### src/design/kms_pkg.sv
// Shared types, constants and helper functions of the keyword marker scanner.
// Used by kms_ctrl, kms_dpath and keyword_marker_scanner_core; no dependencies.
package kms_pkg;

  // Buffer geometry
  localparam int BUFFER_BYTES = 64;
  localparam int ADDR_W       = $clog2(BUFFER_BYTES);
  localparam int LEN_W        = ADDR_W;
  localparam logic [LEN_W:0] LEN_LIMIT = (LEN_W + 1)'(BUFFER_BYTES - 2);

  // Keyword slots
  localparam int NUM_KW     = 8;
  localparam int KW_BYTES   = 8;
  localparam int KW_W       = 8 * KW_BYTES;
  localparam int KW_IDX_W   = $clog2(NUM_KW);
  localparam int POS_W      = $clog2(KW_BYTES + 1);
  localparam int CFG_IDX_W  = 4;
  localparam int CFG_DATA_W = KW_W;

  // Byte codes
  localparam logic [7:0] DOLLAR  = 8'h24;
  localparam logic [7:0] COLON   = 8'h3A;
  localparam logic [7:0] NEWLINE = 8'h0A;
  localparam logic [7:0] NUL     = 8'h00;

  // Result kinds
  localparam logic KIND_RUN    = 1'b0;
  localparam logic KIND_REPORT = 1'b1;

  // Output word select
  localparam logic [1:0] OSEL_HEAD   = 2'd0;
  localparam logic [1:0] OSEL_BODY   = 2'd1;
  localparam logic [1:0] OSEL_TAIL   = 2'd2;
  localparam logic [1:0] OSEL_REPORT = 2'd3;

  // Commands from controller to datapath
  typedef struct packed {
    logic              acc;        // input word taken this cycle
    logic              match_init; // reset per-slot compare flags
    logic              rd_en;      // read buffer at rd_addr
    logic [ADDR_W-1:0] rd_addr;
    logic              cmp;        // compare read byte at position pos
    logic [POS_W-1:0]  pos;
    logic              decide;     // resolve match result
    logic              out_ld;     // load output register
    logic [1:0]        out_sel;
    logic              file_end;   // clear per-file state
  } ctl_cmd_t;

  // Status from datapath to controller
  typedef struct packed {
    logic             to_match;  // current input closes an open marker
    logic [LEN_W-1:0] len;
    logic             hit_any;
    logic             out_free;
  } dp_stat_t;

  // Keyword length: bytes up to the first zero, at most KW_BYTES
  function automatic logic [POS_W-1:0] kw_len(input logic [KW_W-1:0] kw);
    logic [POS_W-1:0] n;
    logic             run;
    n   = '0;
    run = 1'b1;
    for (int i = 0; i < KW_BYTES; i++) begin
      if (run && (kw[8*i +: 8] != NUL)) begin
        n = n + POS_W'(1);
      end else begin
        run = 1'b0;
      end
    end
    return n;
  endfunction

  // Keyword byte at a position
  function automatic logic [7:0] kw_byte(input logic [KW_W-1:0] kw,
                                         input logic [KW_IDX_W-1:0] idx);
    return kw[8*idx +: 8];
  endfunction

endpackage

### src/design/kms_dpath.sv
// Datapath of the keyword marker scanner: keyword registers, marker buffer
// memory, per-slot match flags and the output register. Depends on kms_pkg.
module kms_dpath import kms_pkg::*; (
  input  logic                 clk,
  input  logic                 rst_n,
  input  logic [7:0]           in_byte,
  input  logic                 cfg_we,
  input  logic [CFG_IDX_W-1:0] cfg_index,
  input  logic [CFG_DATA_W-1:0] cfg_data,
  input  ctl_cmd_t             cmd,
  output dp_stat_t             stat,
  output logic                 out_valid,
  input  logic                 out_stall,
  output logic                 out_kind,
  output logic [7:0]           out_byte,
  output logic                 out_last_of_run,
  output logic                 out_no_keywords
);

  logic [KW_W-1:0]   kw_r [NUM_KW];
  logic [7:0]        mem [BUFFER_BYTES];
  logic [7:0]        rd_data_r;

  logic              mode_r, mode_nxt;
  logic [LEN_W-1:0]  len_r, len_nxt;
  logic              found_r, found_nxt;
  logic [NUM_KW-1:0] ok_r, ok_nxt;
  logic [NUM_KW-1:0] hit_r, hit_nxt;

  logic              out_valid_r, out_valid_nxt;
  logic              out_kind_r, out_last_r, out_nokw_r;
  logic [7:0]        out_byte_r;

  logic              is_dollar, is_nl, store_en;
  logic [LEN_W:0]    len_inc;

  assign is_dollar = (in_byte == DOLLAR);
  assign is_nl     = (in_byte == NEWLINE);
  assign store_en  = cmd.acc && mode_r && !is_dollar && !is_nl;
  assign len_inc   = {1'b0, len_r} + (LEN_W + 1)'(1);

  // Keyword registers
  always_ff @(posedge clk) begin
    if (!rst_n) begin
      for (int s = 0; s < NUM_KW; s++) kw_r[s] <= '0;
    end else if (cfg_we && (cfg_index < CFG_IDX_W'(NUM_KW))) begin
      kw_r[cfg_index[KW_IDX_W-1:0]] <= cfg_data;
    end
  end

  // Marker buffer: one write, one registered read
  always_ff @(posedge clk) begin
    if (store_en) begin
      mem[len_r] <= in_byte;
    end
    if (cmd.rd_en) begin
      rd_data_r <= mem[cmd.rd_addr];
    end
  end

  // Scan mode, length and found flag
  always_comb begin
    mode_nxt  = mode_r;
    len_nxt   = len_r;
    found_nxt = found_r;
    if (cmd.acc) begin
      if (!mode_r) begin
        if (is_dollar) begin
          mode_nxt = 1'b1;
          len_nxt  = '0;
        end
      end else if (is_nl) begin
        mode_nxt = 1'b0;
        len_nxt  = '0;
      end else if (!is_dollar) begin
        // store, then abandon when the buffer is nearly full
        if (len_inc >= LEN_LIMIT) begin
          mode_nxt = 1'b0;
          len_nxt  = '0;
        end else begin
          len_nxt = len_inc[LEN_W-1:0];
        end
      end
    end
    if (cmd.decide) begin
      if (stat.hit_any) begin
        found_nxt = 1'b1;
        mode_nxt  = 1'b0;
      end else begin
        len_nxt = '0;
      end
    end
    if (cmd.out_ld && (cmd.out_sel == OSEL_TAIL)) begin
      len_nxt = '0;
    end
    if (cmd.file_end) begin
      mode_nxt  = 1'b0;
      len_nxt   = '0;
      found_nxt = 1'b0;
    end
  end

  // Per-slot prefix and colon match, one buffer byte per compare
  always_comb begin
    logic [POS_W-1:0] n;
    ok_nxt  = ok_r;
    hit_nxt = hit_r;
    n       = '0;
    if (cmd.match_init) begin
      ok_nxt  = '1;
      hit_nxt = '0;
    end else if (cmd.cmp) begin
      for (int s = 0; s < NUM_KW; s++) begin
        n = kw_len(kw_r[s]);
        if (n != '0) begin
          if (cmd.pos < n) begin
            ok_nxt[s] = ok_r[s] && (rd_data_r == kw_byte(kw_r[s], cmd.pos[KW_IDX_W-1:0]));
          end else if (cmd.pos == n) begin
            hit_nxt[s] = ok_r[s] && (rd_data_r == COLON);
          end
        end
      end
    end
  end

  // Output register: hold while stalled, drop once taken
  always_comb begin
    out_valid_nxt = out_valid_r;
    if (cmd.out_ld) begin
      out_valid_nxt = 1'b1;
    end else if (!out_stall) begin
      out_valid_nxt = 1'b0;
    end
  end

  always_ff @(posedge clk) begin
    if (!rst_n) begin
      mode_r      <= 1'b0;
      len_r       <= '0;
      found_r     <= 1'b0;
      ok_r        <= '0;
      hit_r       <= '0;
      out_valid_r <= 1'b0;
    end else begin
      mode_r      <= mode_nxt;
      len_r       <= len_nxt;
      found_r     <= found_nxt;
      ok_r        <= ok_nxt;
      hit_r       <= hit_nxt;
      out_valid_r <= out_valid_nxt;
    end
  end

  // Output payload
  always_ff @(posedge clk) begin
    if (cmd.out_ld) begin
      unique case (cmd.out_sel)
        OSEL_HEAD: begin
          out_kind_r <= KIND_RUN;
          out_byte_r <= DOLLAR;
          out_last_r <= 1'b0;
          out_nokw_r <= 1'b0;
        end
        OSEL_BODY: begin
          out_kind_r <= KIND_RUN;
          out_byte_r <= rd_data_r;
          out_last_r <= 1'b0;
          out_nokw_r <= 1'b0;
        end
        OSEL_TAIL: begin
          out_kind_r <= KIND_RUN;
          out_byte_r <= DOLLAR;
          out_last_r <= 1'b1;
          out_nokw_r <= 1'b0;
        end
        OSEL_REPORT: begin
          out_kind_r <= KIND_REPORT;
          out_byte_r <= NUL;
          out_last_r <= 1'b1;
          out_nokw_r <= !found_r;
        end
        default: begin
          out_kind_r <= KIND_RUN;
          out_byte_r <= NUL;
          out_last_r <= 1'b0;
          out_nokw_r <= 1'b0;
        end
      endcase
    end
  end

  assign stat.to_match = mode_r && is_dollar;
  assign stat.len      = len_r;
  assign stat.hit_any  = |hit_r;
  assign stat.out_free = !out_valid_r || !out_stall;

  assign out_valid       = out_valid_r;
  assign out_kind        = out_kind_r;
  assign out_byte        = out_byte_r;
  assign out_last_of_run = out_last_r;
  assign out_no_keywords = out_nokw_r;

  // A stored byte always lands below the abandon limit
  a_store_limit: assert property (@(posedge clk) disable iff (!rst_n)
    store_en |-> ({1'b0, len_r} < LEN_LIMIT))
    else $error("buffer write at or past the length limit");

  // End of file leaves the per-file state cleared
  a_file_end_clear: assert property (@(posedge clk) disable iff (!rst_n)
    cmd.file_end |=> (!mode_r && (len_r == '0) && !found_r))
    else $error("per-file state not cleared after report");

  // Found flag rises only on a resolved match
  a_found_rise: assert property (@(posedge clk) disable iff (!rst_n)
    $rose(found_r) |-> $past(cmd.decide && stat.hit_any))
    else $error("found flag set without a keyword match");

endmodule

### src/design/kms_ctrl.sv
// Controller of the keyword marker scanner: sequences input acceptance,
// buffer compare, marker run output and end-of-file report. Depends on kms_pkg.
module kms_ctrl import kms_pkg::*; (
  input  logic     clk,
  input  logic     rst_n,
  input  logic     in_valid,
  input  logic     in_end_of_file,
  output logic     in_stall,
  output ctl_cmd_t cmd,
  input  dp_stat_t stat
);

  localparam logic [3:0] S_IDLE   = 4'd0;
  localparam logic [3:0] S_MRD    = 4'd1;
  localparam logic [3:0] S_MCMP   = 4'd2;
  localparam logic [3:0] S_DECIDE = 4'd3;
  localparam logic [3:0] S_EHEAD  = 4'd4;
  localparam logic [3:0] S_ERD    = 4'd5;
  localparam logic [3:0] S_EOUT   = 4'd6;
  localparam logic [3:0] S_ETAIL  = 4'd7;
  localparam logic [3:0] S_REPORT = 4'd8;

  localparam logic [ADDR_W-1:0] LAST_POS = ADDR_W'(KW_BYTES);

  logic [3:0]        state_r, state_nxt;
  logic [ADDR_W-1:0] idx_r, idx_nxt;
  logic              eof_r, eof_nxt;
  logic              idx_at_end;

  assign in_stall   = (state_r != S_IDLE);
  assign idx_at_end = ((idx_r + ADDR_W'(1)) == stat.len);

  // Next state and commands
  always_comb begin
    state_nxt = state_r;
    idx_nxt   = idx_r;
    eof_nxt   = eof_r;
    cmd       = '0;
    cmd.rd_addr = idx_r;
    cmd.pos     = idx_r[POS_W-1:0];
    unique case (state_r)
      S_IDLE: begin
        if (in_valid) begin
          cmd.acc = 1'b1;
          eof_nxt = in_end_of_file;
          if (stat.to_match) begin
            cmd.match_init = 1'b1;
            idx_nxt        = '0;
            state_nxt      = (stat.len == '0) ? S_DECIDE : S_MRD;
          end else if (in_end_of_file) begin
            state_nxt = S_REPORT;
          end
        end
      end
      S_MRD: begin
        cmd.rd_en = 1'b1;
        state_nxt = S_MCMP;
      end
      S_MCMP: begin
        cmd.cmp = 1'b1;
        if ((idx_r == LAST_POS) || idx_at_end) begin
          state_nxt = S_DECIDE;
        end else begin
          idx_nxt   = idx_r + ADDR_W'(1);
          state_nxt = S_MRD;
        end
      end
      S_DECIDE: begin
        cmd.decide = 1'b1;
        if (stat.hit_any) begin
          state_nxt = S_EHEAD;
        end else begin
          state_nxt = eof_r ? S_REPORT : S_IDLE;
        end
      end
      S_EHEAD: begin
        if (stat.out_free) begin
          cmd.out_ld  = 1'b1;
          cmd.out_sel = OSEL_HEAD;
          idx_nxt     = '0;
          state_nxt   = (stat.len == '0) ? S_ETAIL : S_ERD;
        end
      end
      S_ERD: begin
        cmd.rd_en = 1'b1;
        state_nxt = S_EOUT;
      end
      S_EOUT: begin
        if (stat.out_free) begin
          cmd.out_ld  = 1'b1;
          cmd.out_sel = OSEL_BODY;
          if (idx_at_end) begin
            state_nxt = S_ETAIL;
          end else begin
            idx_nxt   = idx_r + ADDR_W'(1);
            state_nxt = S_ERD;
          end
        end
      end
      S_ETAIL: begin
        if (stat.out_free) begin
          cmd.out_ld  = 1'b1;
          cmd.out_sel = OSEL_TAIL;
          state_nxt   = eof_r ? S_REPORT : S_IDLE;
        end
      end
      S_REPORT: begin
        if (stat.out_free) begin
          cmd.out_ld   = 1'b1;
          cmd.out_sel  = OSEL_REPORT;
          cmd.file_end = 1'b1;
          state_nxt    = S_IDLE;
        end
      end
      default: begin
        state_nxt = S_IDLE;
      end
    endcase
  end

  always_ff @(posedge clk) begin
    if (!rst_n) begin
      state_r <= S_IDLE;
      idx_r   <= '0;
      eof_r   <= 1'b0;
    end else begin
      state_r <= state_nxt;
      idx_r   <= idx_nxt;
      eof_r   <= eof_nxt;
    end
  end

  // Output loads only into a free output register
  a_load_free: assert property (@(posedge clk) disable iff (!rst_n)
    cmd.out_ld |-> stat.out_free)
    else $error("output register overwritten while held");

  // Compare never runs past the colon after the longest keyword
  a_cmp_range: assert property (@(posedge clk) disable iff (!rst_n)
    (state_r == S_MCMP) |-> ((idx_r <= LAST_POS) && (idx_r < stat.len)))
    else $error("compare position out of range");

endmodule

### src/design/keyword_marker_scanner_core.sv
// Top level of the keyword marker scanner: joins controller and datapath.
// Depends on kms_pkg, kms_ctrl and kms_dpath.
//
//   channel | direction | handshake                | payload
//   in_     | input     | in_valid / in_stall      | in_byte, in_end_of_file
//   out_    | output    | out_valid / out_stall    | out_kind, out_byte,
//           |           |                          | out_last_of_run, out_no_keywords
//   cfg_    | input     | cfg_we                   | cfg_index, cfg_data
//
// Ordinary bytes are taken one per cycle while in_stall is low. A closing '$'
// holds the input while up to 9 buffer bytes are read and compared and the
// match is resolved. A matched run is a head '$', each buffered byte read via
// the single buffer read port, and a tail '$'; output stalls stretch it further.
// Reset is synchronous and active low; keyword registers clear to zero.
module keyword_marker_scanner_core import kms_pkg::*; (
  input  logic                  clk,
  input  logic                  rst_n,
  input  logic                  in_valid,
  output logic                  in_stall,
  input  logic [7:0]            in_byte,
  input  logic                  in_end_of_file,
  output logic                  out_valid,
  input  logic                  out_stall,
  output logic                  out_kind,
  output logic [7:0]            out_byte,
  output logic                  out_last_of_run,
  output logic                  out_no_keywords,
  input  logic                  cfg_we,
  input  logic [CFG_IDX_W-1:0]  cfg_index,
  input  logic [CFG_DATA_W-1:0] cfg_data
);

  ctl_cmd_t cmd;
  dp_stat_t stat;

  kms_ctrl u_ctrl (
    .clk            (clk),
    .rst_n          (rst_n),
    .in_valid       (in_valid),
    .in_end_of_file (in_end_of_file),
    .in_stall       (in_stall),
    .cmd            (cmd),
    .stat           (stat)
  );

  kms_dpath u_dpath (
    .clk             (clk),
    .rst_n           (rst_n),
    .in_byte         (in_byte),
    .cfg_we          (cfg_we),
    .cfg_index       (cfg_index),
    .cfg_data        (cfg_data),
    .cmd             (cmd),
    .stat            (stat),
    .out_valid       (out_valid),
    .out_stall       (out_stall),
    .out_kind        (out_kind),
    .out_byte        (out_byte),
    .out_last_of_run (out_last_of_run),
    .out_no_keywords (out_no_keywords)
  );

endmodule
### config.mk
export PLATFORM = sky130hd
export DESIGN_NAME = keyword_marker_scanner_core
export DESIGN_NICKNAME = d
export VERILOG_FILES = /design/src/design/kms_pkg.sv /design/src/design/kms_dpath.sv /design/src/design/kms_ctrl.sv /design/src/design/keyword_marker_scanner_core.sv
export SDC_FILE = /design/constraint.sdc
export NUM_CORES = 2
export LEC_CHECK = 0
export BUFFER_PORTS_ARGS = -buffer_cell sky130_fd_sc_hd__buf_4
export CAP_MARGIN = 15
export CELL_PAD_IN_SITES_DETAIL_PLACEMENT = 1
export CELL_PAD_IN_SITES_GLOBAL_PLACEMENT = 1
export CORE_UTILIZATION = 40
export CTS_CLUSTER_DIAMETER = 80
export CTS_CLUSTER_SIZE = 40
export DETAILED_ROUTE_END_ITERATION = 7
export PLACE_DENSITY_LB_ADDON = 0.15
export SLEW_MARGIN = 0
export SYNTH_ARGS = -nofsm -noshare
export SYNTH_HDL_FRONTEND = slang
export SYNTH_SLANG_ARGS = --single-unit
### constraint.sdc
create_clock -name clk -period 14.15 [get_ports clk]
set_clock_uncertainty 0.05 [all_clocks]
set_input_delay 0.7075 -clock clk [delete_from_list [all_inputs] [get_ports clk]]
set_output_delay 0.7075 -clock clk [all_outputs]
set_load 0.01 [all_outputs]
==> out/metrics.yaml <==
pwr:
  p_clk_share_pct: 36.3
  static-leakage-power_nw: 17.8
  pwr-share-seq_pct: 57.6
  max-vdd-ir-drop_uv: 107
  p_per_area_nw_per_um2: 113
  p_int_mw: 4.64
  combPwrFrac_pct: 6.1
  switching_share_pct: 26.6
  power.switching_mw: 1.68
clocking:
  hold_buffers: 0
  post_cts_buffers: 0
  htreeDepth: 2
  tritoncts: "yes"
  cts.path.max_buffers: 3
  numCtsBuffers: 60
  path_clk_slew_ns: 0.13
  clk_root_buffer_cell: "clkbuf_16"
  cts_resized: 0
  cts.sinks: 1079
  clk_latency_ns: 0.75
timing:
  rsz0062_at_grt: "false"
  hold_violations: 0
  max_slew_margin_pct: 26.2
  final_max_slew_viol_count: 0
  worst_hold_slack_ns: 0.188
  finalSetupTns_ns: 0
  min_period_ns: 6.49
  timing.fmax_mhz: 154
  setup_violations: 0
  setup_ws_ns: 7.66
  period_share_pct: 45.8
  worstMarginPinSlew_ns: 1.11
die:
  fp.dieArea_um2: 128000
  die_w_um: 358
  die_h_um: 358
  coreArea_um2: 126000
  io-pin-count: 95
  start_util_pct: 40.3
  rows: 130
yosys:
  synth-xor-area-share_pct: 1.94
  synth_compound_area_share_pct: 2.61
  synth_area_um2: 50600
  synthCells: 3287
  synthArstFlopShare_pct: 0
  synth_edf_count: 1043
  synthFlopType: "edfxtp_1"
  syn_avg_cell_area_um2: 15.4
  synth_top_family_by_area: "multiplexers"
  synth_nets: 3446
  ys_seq_elements: 1079
  yosys_warnings: 0
  synth_fa_ha_area_share_pct: 1.90
  synthSimpleGateAreaFrac_pct: 13.5
  synth.distinct_cells: 78
  synth_seq_area_share_pct: 63.3
  synthMuxAreaShare_pct: 15.2
run_status:
  status: "complete, no violations"
placement:
  dp.cells: 4922
  hpwl_mm: 106
  port_buffers: 94
  pre_cts_slack_ns: 7.75
  globalplace.congestion: 0.883
route:
  drt-met1-wl_mm: 67.1
  drtIter0Drc: 3182
  wire_per_inst_um: 31.7
  num_vias: 29900
  routed_wl_mm: 160
  route.met2.wl_mm: 76.3
  firstDrtPassIters: 5
  ant_nets: 0
  maxUsedRoutingLayer: "met5"
  drc: 0
  wl_met3_mm: 11.7
  viasPerCell: 5.92
critical_path:
  crit_type: "flop to flop"
  cp-end-kind: "flop"
  path_max_fanout: 5
  worst_r2r_path_depth: 26
  reg2reg_slack_ns: 7.66
  cp.required_ns: 14.70
  r2r-start: "u_dpath.kw_r[1][12]"
  critPathSlowestCell: "nor4_1"
  crit_arrival_ns: 7.04
  crit_top_cell: "ha_1"
  reg2reg_to: "u_dpath.ok_r[1]"
  critPathMaxStageDelay_ns: 0.50
  cp-start-kind: "flop"
global_routing:
  gr-usage-all-layers_pct: 24.9
  antenna_found_initial: 37
  grt_pass1_vias: 30400
  grt-ovfl-total: 0
  grt_max_degree: 100
  grt_pass1_wl_mm: 226
min_path:
  hp-start: "in_end_of_file"
  hold_end: "u_ctrl.eof_r"
  hold_class: "input port to flop"
  worstHoldPathCells: 3
finish:
  fin_cells: 5045
  fin_util_pct: 44.5
  syn_to_final_growth_pct: 10.3
  fin_nets: 3493
  drive_gt1_share_pct: 17.9
  fillers: 12300
flow_run:
  maxCapViolCount: 0
## power by group through the flow
stage | clock network (mW) | registers, mW | logic, mW
floorplan | 0 | 3.70 | 0.188
global placement | 0 | 3.71 | 0.368
detailed placement | 0 | 3.71 | 0.383
CTS | 2.34 | 3.64 | 0.384
global route | 2.43 | 3.65 | 0.408
finish | 2.29 | 3.64 | 0.383
## worst max-delay path, delay by kind of cell (launching register included)
family	cells	cell delay, ns
compound gates	12	2.57
fa+ha+maj	6	1.91
simple gates	5	0.97
flops	1	0.42
mux	2	0.35
buf+inv	1	0.08
## layout make-up
type / instances / area (um2) / share of cell area (%)
multi-input combinational: 2009 / 17900 / 32.1
clock inverter: 54 / 1040 / 1.86
tap: 1650 / 2060 / 3.70
timing repair buffer: 143 / 1090 / 1.95
clock buffer: 60 / 1500 / 2.69
sequential: 1079 / 32100 / 57.4
antenna: 9 / 22.5 / 0.0403
inverter: 41 / 154 / 0.276
## how the worst max path moves through the flow
stage / slack [ns] / cells after the start / end / from
2_1_floorplan: 7.96 / 2 / u_dpath.kw_r[2][0] / cfg_index[3]
3_3_place_gp: 7.94 / 26 / u_dpath.ok_r[1] / u_dpath.kw_r[1][12]
3_5_place_dp: 7.75 / 26 / u_dpath.ok_r[1] / u_dpath.kw_r[1][12]
4_1_cts: 7.69 / 26 / u_dpath.ok_r[1] / u_dpath.kw_r[1][12]
5_1_grt: 7.14 / 26 / u_dpath.ok_r[1] / u_dpath.kw_r[1][12]
6_report: 7.66 / 26 / u_dpath.ok_r[1] / u_dpath.kw_r[1][12]
## synth_stat cells (10+ instances only)
cell type,number,area [um2]
mux2_2,10,113
xor2_1,66,578
a21boi_0,12,90.1
o21ai_0,68,340
dfxtp_1,36,721
xnor2_1,38,333
inv_1,41,154
a21oi_1,54,270
ha_1,77,963
nor2b_1,13,81.3
o21a_1,11,82.6
mux4_2,296,6670
nand2_1,166,623
nor3_1,34,170
buf_2,26,130
clkbuf_1,103,387
or4_1,26,195
nand2b_1,23,144
a31oi_1,18,113
nor2_1,157,589
nor4_1,123,769
nand3_1,29,145
and2_1,546,3420
buf_1,28,105
mux2i_1,91,911
nand4_1,33,206
edfxtp_1,1043,31300
## sequential cells by signal (all words and copies together) (netlist names), 6 cells and up
signal             count
u_dpath.hit_r          8
u_ctrl.idx_r           6
u_dpath.kw_r         512
u_dpath.ok_r           8
u_dpath.out_byte       8
u_dpath.len_r          6
u_dpath.mem          512
u_dpath.rd_data_r      8
## stage by stage
stage | instance area [um2] | total power, mW
finish | 55800 | 6.32
floorplan | 50600 | 3.89
global route | 55800 | 6.49
global placement | 53300 | 4.08
detailed placement | 53300 | 4.10
CTS | 55800 | 6.36
## metal layers
metal  up-vias  GRT usage [%]
met1     15800           34.8
met4         2           7.30
met3       206           4.10
li1      12800              -
met5         -              0
met2      1028           40.0
## cells in the final DEF (no fill, tap or decap), types with 21 or more instances in the layout
cell / instances
nor4_1: 122
or4_1: 26
buf_4: 142
nand2b_1: 21
nor3_1: 30
mux2i_1: 91
inv_1: 41
clkbuf_16: 60
a21oi_1: 54
dfxtp_1: 32
nand3_1: 29
o21ai_0: 62
xor2_1: 66
mux4_2: 296
nand4_1: 33
xnor2_1: 38
and2_1: 546
nand2_1: 166
edfxtp_1: 1043
ha_1: 77
nor2_1: 151
## logic make-up after synthesis
group | count (synthesis)
simple gates | 1212
flops | 1079
mux | 397
compound gates | 216
buf+inv | 199
xor+xnor | 107
fa+ha+maj | 77
Power figures use the tool's default switching activity.
